==> src/rtl/core/rgg_pkg.sv <==
// Shared constants, configuration and pipeline types for the gate generator.
package rgg_pkg;

   localparam int CHANNELS   = 16;
   localparam int CH_W       = $clog2(CHANNELS);
   localparam int COUNT_BITS = 21;
   localparam int END_BITS   = 13;
   localparam int MV_W       = 15;
   localparam int TICK_W     = 20;
   localparam int GAIN_W     = 17;
   localparam int EPT_W      = 12;
   localparam int PROD_W     = MV_W + GAIN_W;
   localparam int FRAC_BITS  = 10;
   localparam int SUM_W      = PROD_W - FRAC_BITS + 1;

   localparam int CSR_IDX_W  = 3;
   localparam int CSR_DATA_W = 20;

   localparam logic [CSR_IDX_W-1:0] CSR_BASE_TICKS      = 3'd0;
   localparam logic [CSR_IDX_W-1:0] CSR_CV_GAIN         = 3'd1;
   localparam logic [CSR_IDX_W-1:0] CSR_MAX_TICKS       = 3'd2;
   localparam logic [CSR_IDX_W-1:0] CSR_END_PULSE_TICKS = 3'd3;
   localparam logic [CSR_IDX_W-1:0] CSR_ALLOW_RETRIGGER = 3'd4;

   localparam logic signed [MV_W-1:0] TRIG_FIRE_MV  = 15'sd2000;
   localparam logic signed [MV_W-1:0] TRIG_REARM_MV = 15'sd100;

   localparam logic [COUNT_BITS-1:0] GATE_COUNT_MAX = {COUNT_BITS{1'b1}};
   localparam logic [END_BITS-1:0]   END_COUNT_MAX  = {END_BITS{1'b1}};

   typedef struct packed {
      logic [TICK_W-1:0]        base_ticks;
      logic signed [GAIN_W-1:0] cv_gain;
      logic [TICK_W-1:0]        max_ticks;
      logic [EPT_W-1:0]         end_pulse_ticks;
      logic                     allow_retrigger;
   } cfg_type;

   typedef struct packed {
      logic [CH_W-1:0]        channel;
      logic signed [MV_W-1:0] trig_mv;
      logic signed [MV_W-1:0] cv_mv;
   } in_item_type;

   typedef struct packed {
      logic [CH_W-1:0]          channel;
      logic signed [MV_W-1:0]   trig_mv;
      logic signed [PROD_W-1:0] prod;
   } prod_item_type;

   typedef struct packed {
      logic [CH_W-1:0]        channel;
      logic signed [MV_W-1:0] trig_mv;
      logic [TICK_W-1:0]      len;
   } len_item_type;

endpackage

==> src/rtl/core/rgg_csr.sv <==
// Configuration registers written through the plain write port.
module rgg_csr
   import rgg_pkg::*;
(
   input  logic                  clock,
   input  logic                  reset,
   input  logic                  csr_we,
   input  logic [CSR_IDX_W-1:0]  csr_addr,
   input  logic [CSR_DATA_W-1:0] csr_wdata,
   output cfg_type               cfg
);

   cfg_type cfg_ff;
   cfg_type cfg_in;

   always_comb begin
      cfg_in = cfg_ff;
      if (csr_we) begin
         case (csr_addr)
            CSR_BASE_TICKS:      cfg_in.base_ticks      = csr_wdata[TICK_W-1:0];
            CSR_CV_GAIN:         cfg_in.cv_gain         = signed'(csr_wdata[GAIN_W-1:0]);
            CSR_MAX_TICKS:       cfg_in.max_ticks       = csr_wdata[TICK_W-1:0];
            CSR_END_PULSE_TICKS: cfg_in.end_pulse_ticks = csr_wdata[EPT_W-1:0];
            CSR_ALLOW_RETRIGGER: cfg_in.allow_retrigger = csr_wdata[0];
            default:             cfg_in = cfg_ff;
         endcase
      end
   end

   always_ff @(posedge clock) begin
      if (reset) begin
         cfg_ff.base_ticks      <= 20'd24000;
         cfg_ff.cv_gain         <= '0;
         cfg_ff.max_ticks       <= 20'd480000;
         cfg_ff.end_pulse_ticks <= 12'd48;
         cfg_ff.allow_retrigger <= 1'b1;
      end else begin
         cfg_ff <= cfg_in;
      end
   end

   assign cfg = cfg_ff;

endmodule

==> src/rtl/core/rgg_len.sv <==
// Two-stage gate length pipeline: modulation product, then floor, offset and clamp.
module rgg_len
   import rgg_pkg::*;
(
   input  logic         clock,
   input  logic         reset,
   input  cfg_type      cfg,
   input  logic         s_valid,
   input  in_item_type  s_item,
   output logic         s_ready,
   output logic         m_valid,
   output len_item_type m_item,
   input  logic         m_ready
);

   logic          p_v_ff;
   prod_item_type p_ff;
   prod_item_type p_in;
   logic          l_v_ff;
   len_item_type  l_ff;
   len_item_type  l_in;
   logic          p_ready;
   logic          l_ready;
   logic signed [SUM_W-1:0] sum;

   assign l_ready = !l_v_ff || m_ready;
   assign p_ready = !p_v_ff || l_ready;
   assign s_ready = p_ready;

   always_comb begin
      p_in.channel = s_item.channel;
      p_in.trig_mv = s_item.trig_mv;
      p_in.prod    = s_item.cv_mv * cfg.cv_gain;
   end

   // Dropping the fraction bits of a two's complement product rounds toward minus infinity.
   assign sum = {p_ff.prod[PROD_W-1], p_ff.prod[PROD_W-1:FRAC_BITS]}
              + signed'({{(SUM_W-TICK_W){1'b0}}, cfg.base_ticks});

   always_comb begin
      l_in.channel = p_ff.channel;
      l_in.trig_mv = p_ff.trig_mv;
      if (sum[SUM_W-1]) begin
         l_in.len = '0;
      end else if (sum[SUM_W-2:0] > {{(SUM_W-1-TICK_W){1'b0}}, cfg.max_ticks}) begin
         l_in.len = cfg.max_ticks;
      end else begin
         l_in.len = sum[TICK_W-1:0];
      end
   end

   always_ff @(posedge clock) begin
      if (reset) begin
         p_v_ff <= 1'b0;
         l_v_ff <= 1'b0;
      end else begin
         if (p_ready) begin
            p_v_ff <= s_valid;
         end
         if (l_ready) begin
            l_v_ff <= p_v_ff;
         end
      end
   end

   always_ff @(posedge clock) begin
      if (p_ready && s_valid) begin
         p_ff <= p_in;
      end
      if (l_ready && p_v_ff) begin
         l_ff <= l_in;
      end
   end

   assign m_valid = l_v_ff;
   assign m_item  = l_ff;

endmodule

==> src/rtl/core/rgg_voice.sv <==
// Per-channel trigger qualifier, gate timer and end pulse timer with the result register.
module rgg_voice
   import rgg_pkg::*;
(
   input  logic            clock,
   input  logic            reset,
   input  cfg_type         cfg,
   input  logic            s_valid,
   input  len_item_type    s_item,
   output logic            s_ready,
   output logic            rsp_valid,
   output logic [CH_W-1:0] rsp_channel,
   output logic            rsp_gate_on,
   output logic            rsp_end_pulse_on,
   input  logic            rsp_ready
);

   logic                  armed_ff  [CHANNELS];
   logic [COUNT_BITS-1:0] gel_ff    [CHANNELS];
   logic                  gact_ff   [CHANNELS];
   logic                  eq_ff     [CHANNELS];
   logic [END_BITS-1:0]   eel_ff    [CHANNELS];
   logic                  eact_ff   [CHANNELS];

   logic                  armed_in;
   logic [COUNT_BITS-1:0] gel_in;
   logic                  gact_in;
   logic                  eq_in;
   logic [END_BITS-1:0]   eel_in;
   logic                  eact_in;

   logic                  fired;
   logic                  start;
   logic [COUNT_BITS-1:0] gel_mid;
   logic                  gact_mid;
   logic                  eact_mid;
   logic [END_BITS-1:0]   eel_mid;

   logic                  rsp_v_ff;
   logic [CH_W-1:0]       rsp_ch_ff;
   logic                  rsp_gate_ff;
   logic                  rsp_end_ff;
   logic                  take;

   assign s_ready = !rsp_v_ff || rsp_ready;
   assign take    = s_valid && s_ready;

   always_comb begin
      fired    = 1'b0;
      armed_in = armed_ff[s_item.channel];
      if (armed_ff[s_item.channel]) begin
         if (s_item.trig_mv <= TRIG_REARM_MV) begin
            armed_in = 1'b0;
         end
      end else if (s_item.trig_mv >= TRIG_FIRE_MV) begin
         armed_in = 1'b1;
         fired    = 1'b1;
      end

      start = fired && (s_item.len != '0)
            && (!gact_ff[s_item.channel] || cfg.allow_retrigger);
      gel_mid  = start ? '0 : gel_ff[s_item.channel];
      gact_mid = start || gact_ff[s_item.channel];
      gel_in   = (gel_mid != GATE_COUNT_MAX) ? gel_mid + 1'b1 : gel_mid;
      gact_in  = gact_mid
               && !(gel_in >= {{(COUNT_BITS-TICK_W){1'b0}}, s_item.len});

      // The end qualifier watches the inverted gate and fires when the gate falls.
      eq_in    = eq_ff[s_item.channel];
      eel_mid  = eel_ff[s_item.channel];
      eact_mid = eact_ff[s_item.channel];
      if (eq_ff[s_item.channel]) begin
         if (gact_in) begin
            eq_in = 1'b0;
         end
      end else if (!gact_in) begin
         eq_in    = 1'b1;
         eel_mid  = '0;
         eact_mid = 1'b1;
      end
      eel_in  = (eel_mid != END_COUNT_MAX) ? eel_mid + 1'b1 : eel_mid;
      eact_in = eact_mid
              && !(eel_in >= {{(END_BITS-EPT_W){1'b0}}, cfg.end_pulse_ticks});
   end

   always_ff @(posedge clock) begin
      if (reset) begin
         for (int i = 0; i < CHANNELS; i++) begin
            armed_ff[i] <= 1'b1;
            gel_ff[i]   <= '0;
            gact_ff[i]  <= 1'b0;
            eq_ff[i]    <= 1'b1;
            eel_ff[i]   <= '0;
            eact_ff[i]  <= 1'b0;
         end
      end else if (take) begin
         armed_ff[s_item.channel] <= armed_in;
         gel_ff[s_item.channel]   <= gel_in;
         gact_ff[s_item.channel]  <= gact_in;
         eq_ff[s_item.channel]    <= eq_in;
         eel_ff[s_item.channel]   <= eel_in;
         eact_ff[s_item.channel]  <= eact_in;
      end
   end

   always_ff @(posedge clock) begin
      if (reset) begin
         rsp_v_ff <= 1'b0;
      end else if (s_ready) begin
         rsp_v_ff <= s_valid;
      end
   end

   always_ff @(posedge clock) begin
      if (take) begin
         rsp_ch_ff   <= s_item.channel;
         rsp_gate_ff <= gact_in;
         rsp_end_ff  <= eact_in;
      end
   end

   assign rsp_valid        = rsp_v_ff;
   assign rsp_channel      = rsp_ch_ff;
   assign rsp_gate_on      = rsp_gate_ff;
   assign rsp_end_pulse_on = rsp_end_ff;

endmodule

==> src/rtl/core/poly_retriggerable_gate_generator.sv <==
// Top level of the polyphonic retriggerable gate generator.
// A word passes the input, product, length and result registers in that order.
// Throughput: one word per cycle while rsp_tready is high; each stage holds one word and
// refills as its successor drains. The per-channel state is read and written back in the voice
// stage, so words of one channel may follow each other back to back.
// Reset (synchronous, active high) empties the pipeline and restores registers and channel state.
module poly_retriggerable_gate_generator
   import rgg_pkg::*;
(
   input  logic                  clock,
   input  logic                  reset,
   input  logic                  req_tvalid,
   output logic                  req_tready,
   // [3:0] channel, [18:4] trig_mv, [33:19] cv_mv, [39:34] zero
   input  logic [39:0]           req_tdata,
   output logic                  rsp_tvalid,
   input  logic                  rsp_tready,
   // [3:0] out_channel, [4] gate_on, [5] end_pulse_on, [7:6] zero
   output logic [7:0]            rsp_tdata,
   input  logic                  csr_we,
   input  logic [CSR_IDX_W-1:0]  csr_addr,
   input  logic [CSR_DATA_W-1:0] csr_wdata
);

   cfg_type      cfg;
   logic         in_v_ff;
   in_item_type  in_ff;
   in_item_type  in_in;
   logic         len_s_ready;
   logic         len_valid;
   len_item_type len_item;
   logic         voice_ready;
   logic [CH_W-1:0] out_channel;
   logic         gate_on;
   logic         end_pulse_on;

   rgg_csr u_csr (
      .clock     (clock),
      .reset     (reset),
      .csr_we    (csr_we),
      .csr_addr  (csr_addr),
      .csr_wdata (csr_wdata),
      .cfg       (cfg)
   );

   assign req_tready = !in_v_ff || len_s_ready;

   always_comb begin
      in_in.channel = req_tdata[3:0];
      in_in.trig_mv = signed'(req_tdata[18:4]);
      in_in.cv_mv   = signed'(req_tdata[33:19]);
   end

   always_ff @(posedge clock) begin
      if (reset) begin
         in_v_ff <= 1'b0;
      end else if (req_tready) begin
         in_v_ff <= req_tvalid;
      end
   end

   always_ff @(posedge clock) begin
      if (req_tready && req_tvalid) begin
         in_ff <= in_in;
      end
   end

   rgg_len u_len (
      .clock   (clock),
      .reset   (reset),
      .cfg     (cfg),
      .s_valid (in_v_ff),
      .s_item  (in_ff),
      .s_ready (len_s_ready),
      .m_valid (len_valid),
      .m_item  (len_item),
      .m_ready (voice_ready)
   );

   rgg_voice u_voice (
      .clock            (clock),
      .reset            (reset),
      .cfg              (cfg),
      .s_valid          (len_valid),
      .s_item           (len_item),
      .s_ready          (voice_ready),
      .rsp_valid        (rsp_tvalid),
      .rsp_channel      (out_channel),
      .rsp_gate_on      (gate_on),
      .rsp_end_pulse_on (end_pulse_on),
      .rsp_ready        (rsp_tready)
   );

   assign rsp_tdata = {2'b00, end_pulse_on, gate_on, out_channel};

endmodule

==> config.mk <==
export PLATFORM = sky130hd
export DESIGN_NAME = poly_retriggerable_gate_generator
export DESIGN_NICKNAME = d
export VERILOG_FILES = /design/src/rtl/core/rgg_pkg.sv /design/src/rtl/core/rgg_csr.sv /design/src/rtl/core/rgg_len.sv /design/src/rtl/core/rgg_voice.sv /design/src/rtl/core/poly_retriggerable_gate_generator.sv
export SDC_FILE = /design/constraint.sdc
export NUM_CORES = 2
export LEC_CHECK = 0
export ABC_CLOCK_PERIOD_IN_PS = 10800
export BUFFER_PORTS_ARGS = -buffer_cell sky130_fd_sc_hd__clkbuf_2
export CAP_MARGIN = 30
export CELL_PAD_IN_SITES_DETAIL_PLACEMENT = 1
export CELL_PAD_IN_SITES_GLOBAL_PLACEMENT = 1
export CORE_UTILIZATION = 35
export DETAILED_ROUTE_END_ITERATION = 10
export PLACE_DENSITY_LB_ADDON = 0.3
export SLEW_MARGIN = 20
export SYNTH_ARGS = -nofsm -noshare
export SYNTH_HDL_FRONTEND = slang
export SYNTH_SLANG_ARGS = --single-unit
export TNS_END_PERCENT = 1
==> constraint.sdc <==
create_clock -name clock -period 10.8 [get_ports clock]
set_clock_uncertainty 0.2 [all_clocks]
set_input_delay 0.54 -clock clock [delete_from_list [all_inputs] [get_ports clock]]
set_output_delay 0.54 -clock clock [all_outputs]
set_load 0.02 [all_outputs]
# == Yosys cells after proc, flatten, opt, wreduce, memory -nomap -nowiden ==
# Memories as Yosys holds them, arrays and structs flattened. A register that Yosys moved wholly into a read port is not among the register bits.
# Index checks and enable logic that the tools add are counted.
# W data, S select, Z words.
# totals
ff_bits,204
ramBits,608
inputBits,68
out_inout_bits,10
elab_cells,118
memories,6
# op_classes
n_addsub,3
multipliers,1
magnitude_cmp,5
eq_ne,6
muxes,42
reduce_logical,34
# mem_list
name,depth,width,read_ports,rd_ports_with_merged_regs,wr,line,text
u_voice.gel_ff,16,21,1,1,16,rgg_voice.sv:19,logic [COUNT_BITS-1:0] gel_ff [CHANNELS];
u_voice.eel_ff,16,13,1,1,16,rgg_voice.sv:22,logic [END_BITS-1:0] eel_ff [CHANNELS];
u_voice.armed_ff,16,1,1,1,16,rgg_voice.sv:18,logic armed_ff [CHANNELS];
u_voice.eact_ff,16,1,1,1,16,rgg_voice.sv:23,logic eact_ff [CHANNELS];
u_voice.eq_ff,16,1,1,1,16,rgg_voice.sv:21,logic eq_ff [CHANNELS];
u_voice.gact_ff,16,1,1,1,16,rgg_voice.sv:20,logic gact_ff [CHANNELS];
# op_table
operator,count
$mux W21,3
$mux W13,4
$mux W4,12
$mul A15 B17 Y32,1
$add A22 B21 Y23,1
$gt A22 B20 Y1,1
$mux W1,22
$add A21 B1 Y21 const B,1
$ge A21 B20 Y1,1
$ne A21 B21 Y1 const B,1
$reduce_or A21 Y1,1
$mux W20,1
$reduce_bool A20 Y1,1
$ge A15 B12 Y1 const B,1
$le A15 B8 Y1 const B,1
$add A13 B1 Y13 const B,1
$ge A13 B12 Y1,1
$ne A13 B13 Y1 const B,1
$reduce_or A13 Y1,1
$reduce_and A2 Y1,5
$logic_and A1 B1 Y1,8
$logic_not A1 Y1,7
$eq A3 B2 Y1 const B,2
$logic_or A1 B1 Y1,6
4 further kinds,7

# == Depth between registers and ports, before layout ==
# depth
word_depth,19
mapped_depth,48
depth_no_buf,36

# == Cells and area by module ==
# A second synthesis with hierarchy kept.
# unflattened
hier_cells,3715
hier_area_um2,45880.3
# by_module_without_submodules
mod,n_inst,cells_each,area_per_inst_um2,seq_area_each_um2
rgg_voice,1,2025,28293.4,18137.4
rgg_len,1,1375,13596.8,2442.3
rgg_csr,1,271,2880.3,1401.3
poly_retriggerable_gate_generator,1,44,1109.8,1041.0

# == Worst setup path after synthesis ==
# OpenSTA, ideal clock, no wires.
# synth_path
kind,register -> register
startpoint,register with a tool-made name
endpoint,"memory u_voice.eact_ff[10], data pin"
setup_time_ps,267
arrival_time_ps,8997
required_time_ps,10333
setup_slack_ps,1336
path_stages_with_launch,49
path_buffers,13
synth_period_minus_slack_ps,9464
cell_sequence,dfxtp_1 > buf_6 > buf_8 > buf_12 > buf_12 > mux2i_1 > a22oi_1 > a31oi_1 > nand3_1 > clkbuf_1 > buf_1 > and2_1 > ha_1 > inv_1 > a211oi_1 > o22ai_2 > nor4_4 > buf_6 > (+13 left out) > and3_1 > ha_1 > nand3_1 > nor4_4 > buf_4 > o211ai_2 > o211ai_2 > buf_4 > nand2_1 > ha_1 > a21o_1 > a21oi_1 > o21ai_0 > a31o_2 > a211oi_1 > o21ai_1 > clkbuf_1 > nor3_1
# synth_rtl
element,line
end: declaration,rgg_voice.sv:23

==> results.tsv <==
stage	metric	value	unit
outcome	run status	completed	
worst_setup_path	critical path's largest stage delay	0.67	ns
route	via/cell ratio	5.37	
synth	Post-synth EDFFs	696	
floorplanning	total core area	130000	um^2
synth	most used flip-flop cell after synthesis	sky130_fd_sc_hd__edfxtp_1	
worst_setup_path	Setup crit end kind	flop	
cells_and_area	number of fill cells	13971	
place	I/O Buffers	69	
cells_and_area	count of inserted antenna diode cells	0	
worst_setup_path	kind of cell adding the most delay to the critical path	compound AO/OA/AOI/OAI gates	
place	DP Worst Slack	0.714	ns
global_routing	global-route wire length before repair	212	mm
sta	Worst Hold Slack	0.0235	ns
min_path	worst hold-check path type	input pin to flop	
floorplanning	die area	133000	um^2
floorplanning	initial core utilization	35.4	%
route	number of violations reported at the end of detailed-routing iteration 0	2473	
clock_network	CTS tree	built	
synth	YS warnings	0	
sta	final-report hold violation count	0	
synth	cell accounting for the most synthesized area	sky130_fd_sc_hd__edfxtp_1	
worst_setup_path	Critical Path RT	11.10	ns
sta	slack of the critical path	0.634	ns
worst_setup_path	slowest CP cell	sky130_fd_sc_hd__dfxtp_4	
sta	clock period minus worst slack	10.17	ns
pwr	combinational fraction of design power	14.6	%
worst_setup_path	Worst Path Buf+Inv	5	
synth	sequential share of the synthesized area	50.1	%
clock_network	number of clock sinks	806	
worst_setup_path	type of the setup path with the least slack	flop to flop	
pwr	total power draw	7.95	mW
sta	Max-Slew Margin vs Limit	28.2	%
cells_and_area	synth-to-layout area growth	12.6	%
clock_network	insertion delay of the later-clocked pin in the worst-skew pair	0.72	ns
route	via count	30514	
floorplanning	number of rows in the core area	132	
synth	most frequently used cell type in the post-synthesis netlist	sky130_fd_sc_hd__edfxtp_1	
sta	portion of the clock cycle consumed by the worst path in the final layout	94.1	%
synth	share of Yosys cell area claimed by the top area cell type	45.3	%
sta	RSZ-0062 raised after global routing	no	
place	final weighted congestion of routability-driven global placement	0.848	
place	final HPWL from detailed placement	91.9	mm
clock_network	CTS H-tree depth	3	
route	Detailed Routing Iterations Pass 1	5	
pwr	static leakage	19.9	nW
floorplanning	die outline height	365	um
route	DRC	0	
floorplanning	Ports	78	
pwr	total power per unit cell area	153	nW/um^2
global_routing	number of antenna violations at the first check in global routing	3	
floorplanning	Die Width	365	um
route	final WL	142	mm
worst_setup_path	startpoint types	flop	
sta	sum of negative setup slack	0	ns
pwr	internal portion of total power	5.81	mW
worst_setup_path	data arrival time of the critical path	10.47	ns
pwr	Psw	2.14	mW
clock_network	maximum count of clock buffers along a single path	3	
clock_network	clock slew seen by the registers of the worst setup and hold paths	0.06	ns
synth	post-synthesis register bit count	806	
global_routing	Tot GR Track Use	21.7	%
route	wire length per cell	25.0	um
synth	share of synthesized flip-flops with an asynchronous set or reset	0	%
synth	post-synthesis instance area	46100	um^2
pwr	maximum ir drop on the vdd rail	0.113	mV
synth	Avg Cell Area, Syn	12.2	um^2
pwr	proportion of total power due to net switching	27.0	%
cells_and_area	core utilization of the finished layout	39.9	%
clock_network	Post-CTS Resized	0	
sta	maximum clock frequency	98.4	MHz
synth	synth top area cells	sky130_fd_sc_hd__edfxtp_1, sky130_fd_sc_hd__fa_1, sky130_fd_sc_hd__mux4_2, sky130_fd_sc_hd__dfxtp_1, sky130_fd_sc_hd__nor2_1	
route	antenna violation net count after detailed routing	0	
synth	post-synthesis instance total	3793	
synth	cell types with the highest counts after synthesis	sky130_fd_sc_hd__edfxtp_1, sky130_fd_sc_hd__nor2_1, sky130_fd_sc_hd__nand2_1	
cells_and_area	number of nets in the finished design	4340	
global_routing	sum of overflow across all layers after global routing	0	
clock_network	TritonCTS Buffers	91	
pwr	part of the total power dissipated in sequential elements	45.1	%
global_routing	maximum number of pins on one net before global-route repair	77	
cells_and_area	ratio of cells with drive above 1 in the final layout	14.8	%
synth	count of unique library cells instantiated by Yosys	88	
global_routing	via count of the first global-routing pass	32528	
worst_setup_path	CP Max Fanout	24	
clock_network	Root Buffer	sky130_fd_sc_hd__clkbuf_16	
sta	count of pins over their slew limit	0	
sta	Least-Margin Pin Slew	1.07	ns
job	number of maximum-capacitance violations	0	
pwr	proportion of power drawn by the clock network	40.4	%
sta	Setup Viol. Count Final	0	
[worst register-to-register path, delay by kind of cell (launching register included)]
family | cells | cell delay, ns
buffers and inverters | 5 | 1.15
AO/OA/AOI/OAI | 17 | 3.68
flip-flops | 1 | 0.67
AND/OR/NAND/NOR | 10 | 2.54
adder cells (fa/ha/maj) | 4 | 0.93
multiplexers | 2 | 0.81
[state kept, by name, indices dropped and copies added, names as in the netlist, 19 cells and up, named ones only]
signal	cells
u_csr.cfg	70
u_len.l_in	19
u_voice.gel_ff	336
u_len.p_ff	22
u_voice.eel_ff	208
u_len.m_item	39
in_ff	34
[metal layers]
layer  up-vias  global-route usage, %  share of wire [%]
met5         -                      0             0.0085
met4         2                   6.79                2.7
met3       184                   2.86                5.5
met2       846                   37.1                 50
met1     16109                   28.5                 42
li1      13373                      -                  -
[stage by stage]
stage	cells	instance area (um^2)
final	5685	51900
after global routing	5685	51900
after CTS	5682	51900
after detailed placement	5463	48300
after global placement	5461	48300
after floorplan	3794	46100
[kinds of logic after synthesis]
| group | Yosys count | share of synthesized area [%] |
|---|---|---|
| xor gates and xnor gates | 61 | 1.35 |
| buffers and inverters | 551 | 5.27 |
| DFF | 806 | 50.1 |
| and+or+nand+nor | 1350 | 13.0 |
| adders and majority gates | 404 | 15.0 |
| muxes | 226 | 9.41 |
| other | 1 | 0.00813 |
| AOI/OAI and AO/OA | 394 | 5.83 |
[cell usage in the layout, fill, tap and decap left out, types with 16 or more instances in the layout]
cell type                         n
sky130_fd_sc_hd__fa_1           248
sky130_fd_sc_hd__inv_1          310
sky130_fd_sc_hd__nand4_1         16
sky130_fd_sc_hd__a21o_1          24
sky130_fd_sc_hd__mux2i_1         43
sky130_fd_sc_hd__buf_4           94
sky130_fd_sc_hd__nor3_1          59
sky130_fd_sc_hd__mux4_2         162
sky130_fd_sc_hd__a21oi_1        128
sky130_fd_sc_hd__and2_1          94
sky130_fd_sc_hd__xnor2_1         36
sky130_fd_sc_hd__nand2_1        399
sky130_fd_sc_hd__dlygate4sd3_1   51
sky130_fd_sc_hd__nor2b_1         18
sky130_fd_sc_hd__edfxtp_1       696
sky130_fd_sc_hd__and3_1          21
sky130_fd_sc_hd__nand3_1         45
sky130_fd_sc_hd__ha_1           156
sky130_fd_sc_hd__clkinv_1        21
sky130_fd_sc_hd__clkbuf_16       97
sky130_fd_sc_hd__nor2_1         575
sky130_fd_sc_hd__nand2b_1        29
sky130_fd_sc_hd__a22oi_1         23
sky130_fd_sc_hd__clkbuf_2        68
sky130_fd_sc_hd__mux2_2          18
sky130_fd_sc_hd__o21ai_0         62
sky130_fd_sc_hd__dfxtp_1        106
sky130_fd_sc_hd__a211oi_1        28
[area by class of cell]
class | count | area, um^2 | share of cell area (%)
repair buffers | 218 | 1630 | 3.14
flip-flops and latches | 806 | 23100 | 44.5
well taps | 1742 | 2180 | 4.20
inverters | 314 | 1180 | 2.27
clock buffers | 112 | 2530 | 4.88
multi-input cells | 2437 | 20700 | 39.9
clock inverters | 56 | 563 | 1.08
[worst paths after layout]
check                           slack (ns)  depth (start not counted)     startpoint                  end
worst max-delay path                  0.63                         38           flop  u_voice.eact_ff[14]
worst min-delay path                  0.02                          3  csr_wdata[14]        u_csr.cfg[64]
worst max register to register        0.63                         38           flop  u_voice.eact_ff[14]
worst min register to register        0.21                          0      in_ff[31]       u_len.l_in[36]
[timing repair]
item                                    CTS  global route
hold buffers                             51             0
endpoints found under the hold margin    77             0
endpoints found under the setup margin    0             0
buffers inserted                          0             0
[power groups by stage]
| stage | clock network [mW] | registers, mW | logic, mW |
|---|---|---|---|
| global placement | 0 | 3.64 | 1.13 |
| CTS | 3.26 | 3.58 | 1.17 |
| finish | 3.21 | 3.58 | 1.16 |
| floorplan | 0 | 3.60 | 0.786 |
| global route | 3.37 | 3.59 | 1.27 |
| detailed placement | 0 | 3.65 | 1.15 |
No activity file was read; power rests on OpenSTA's default activity.
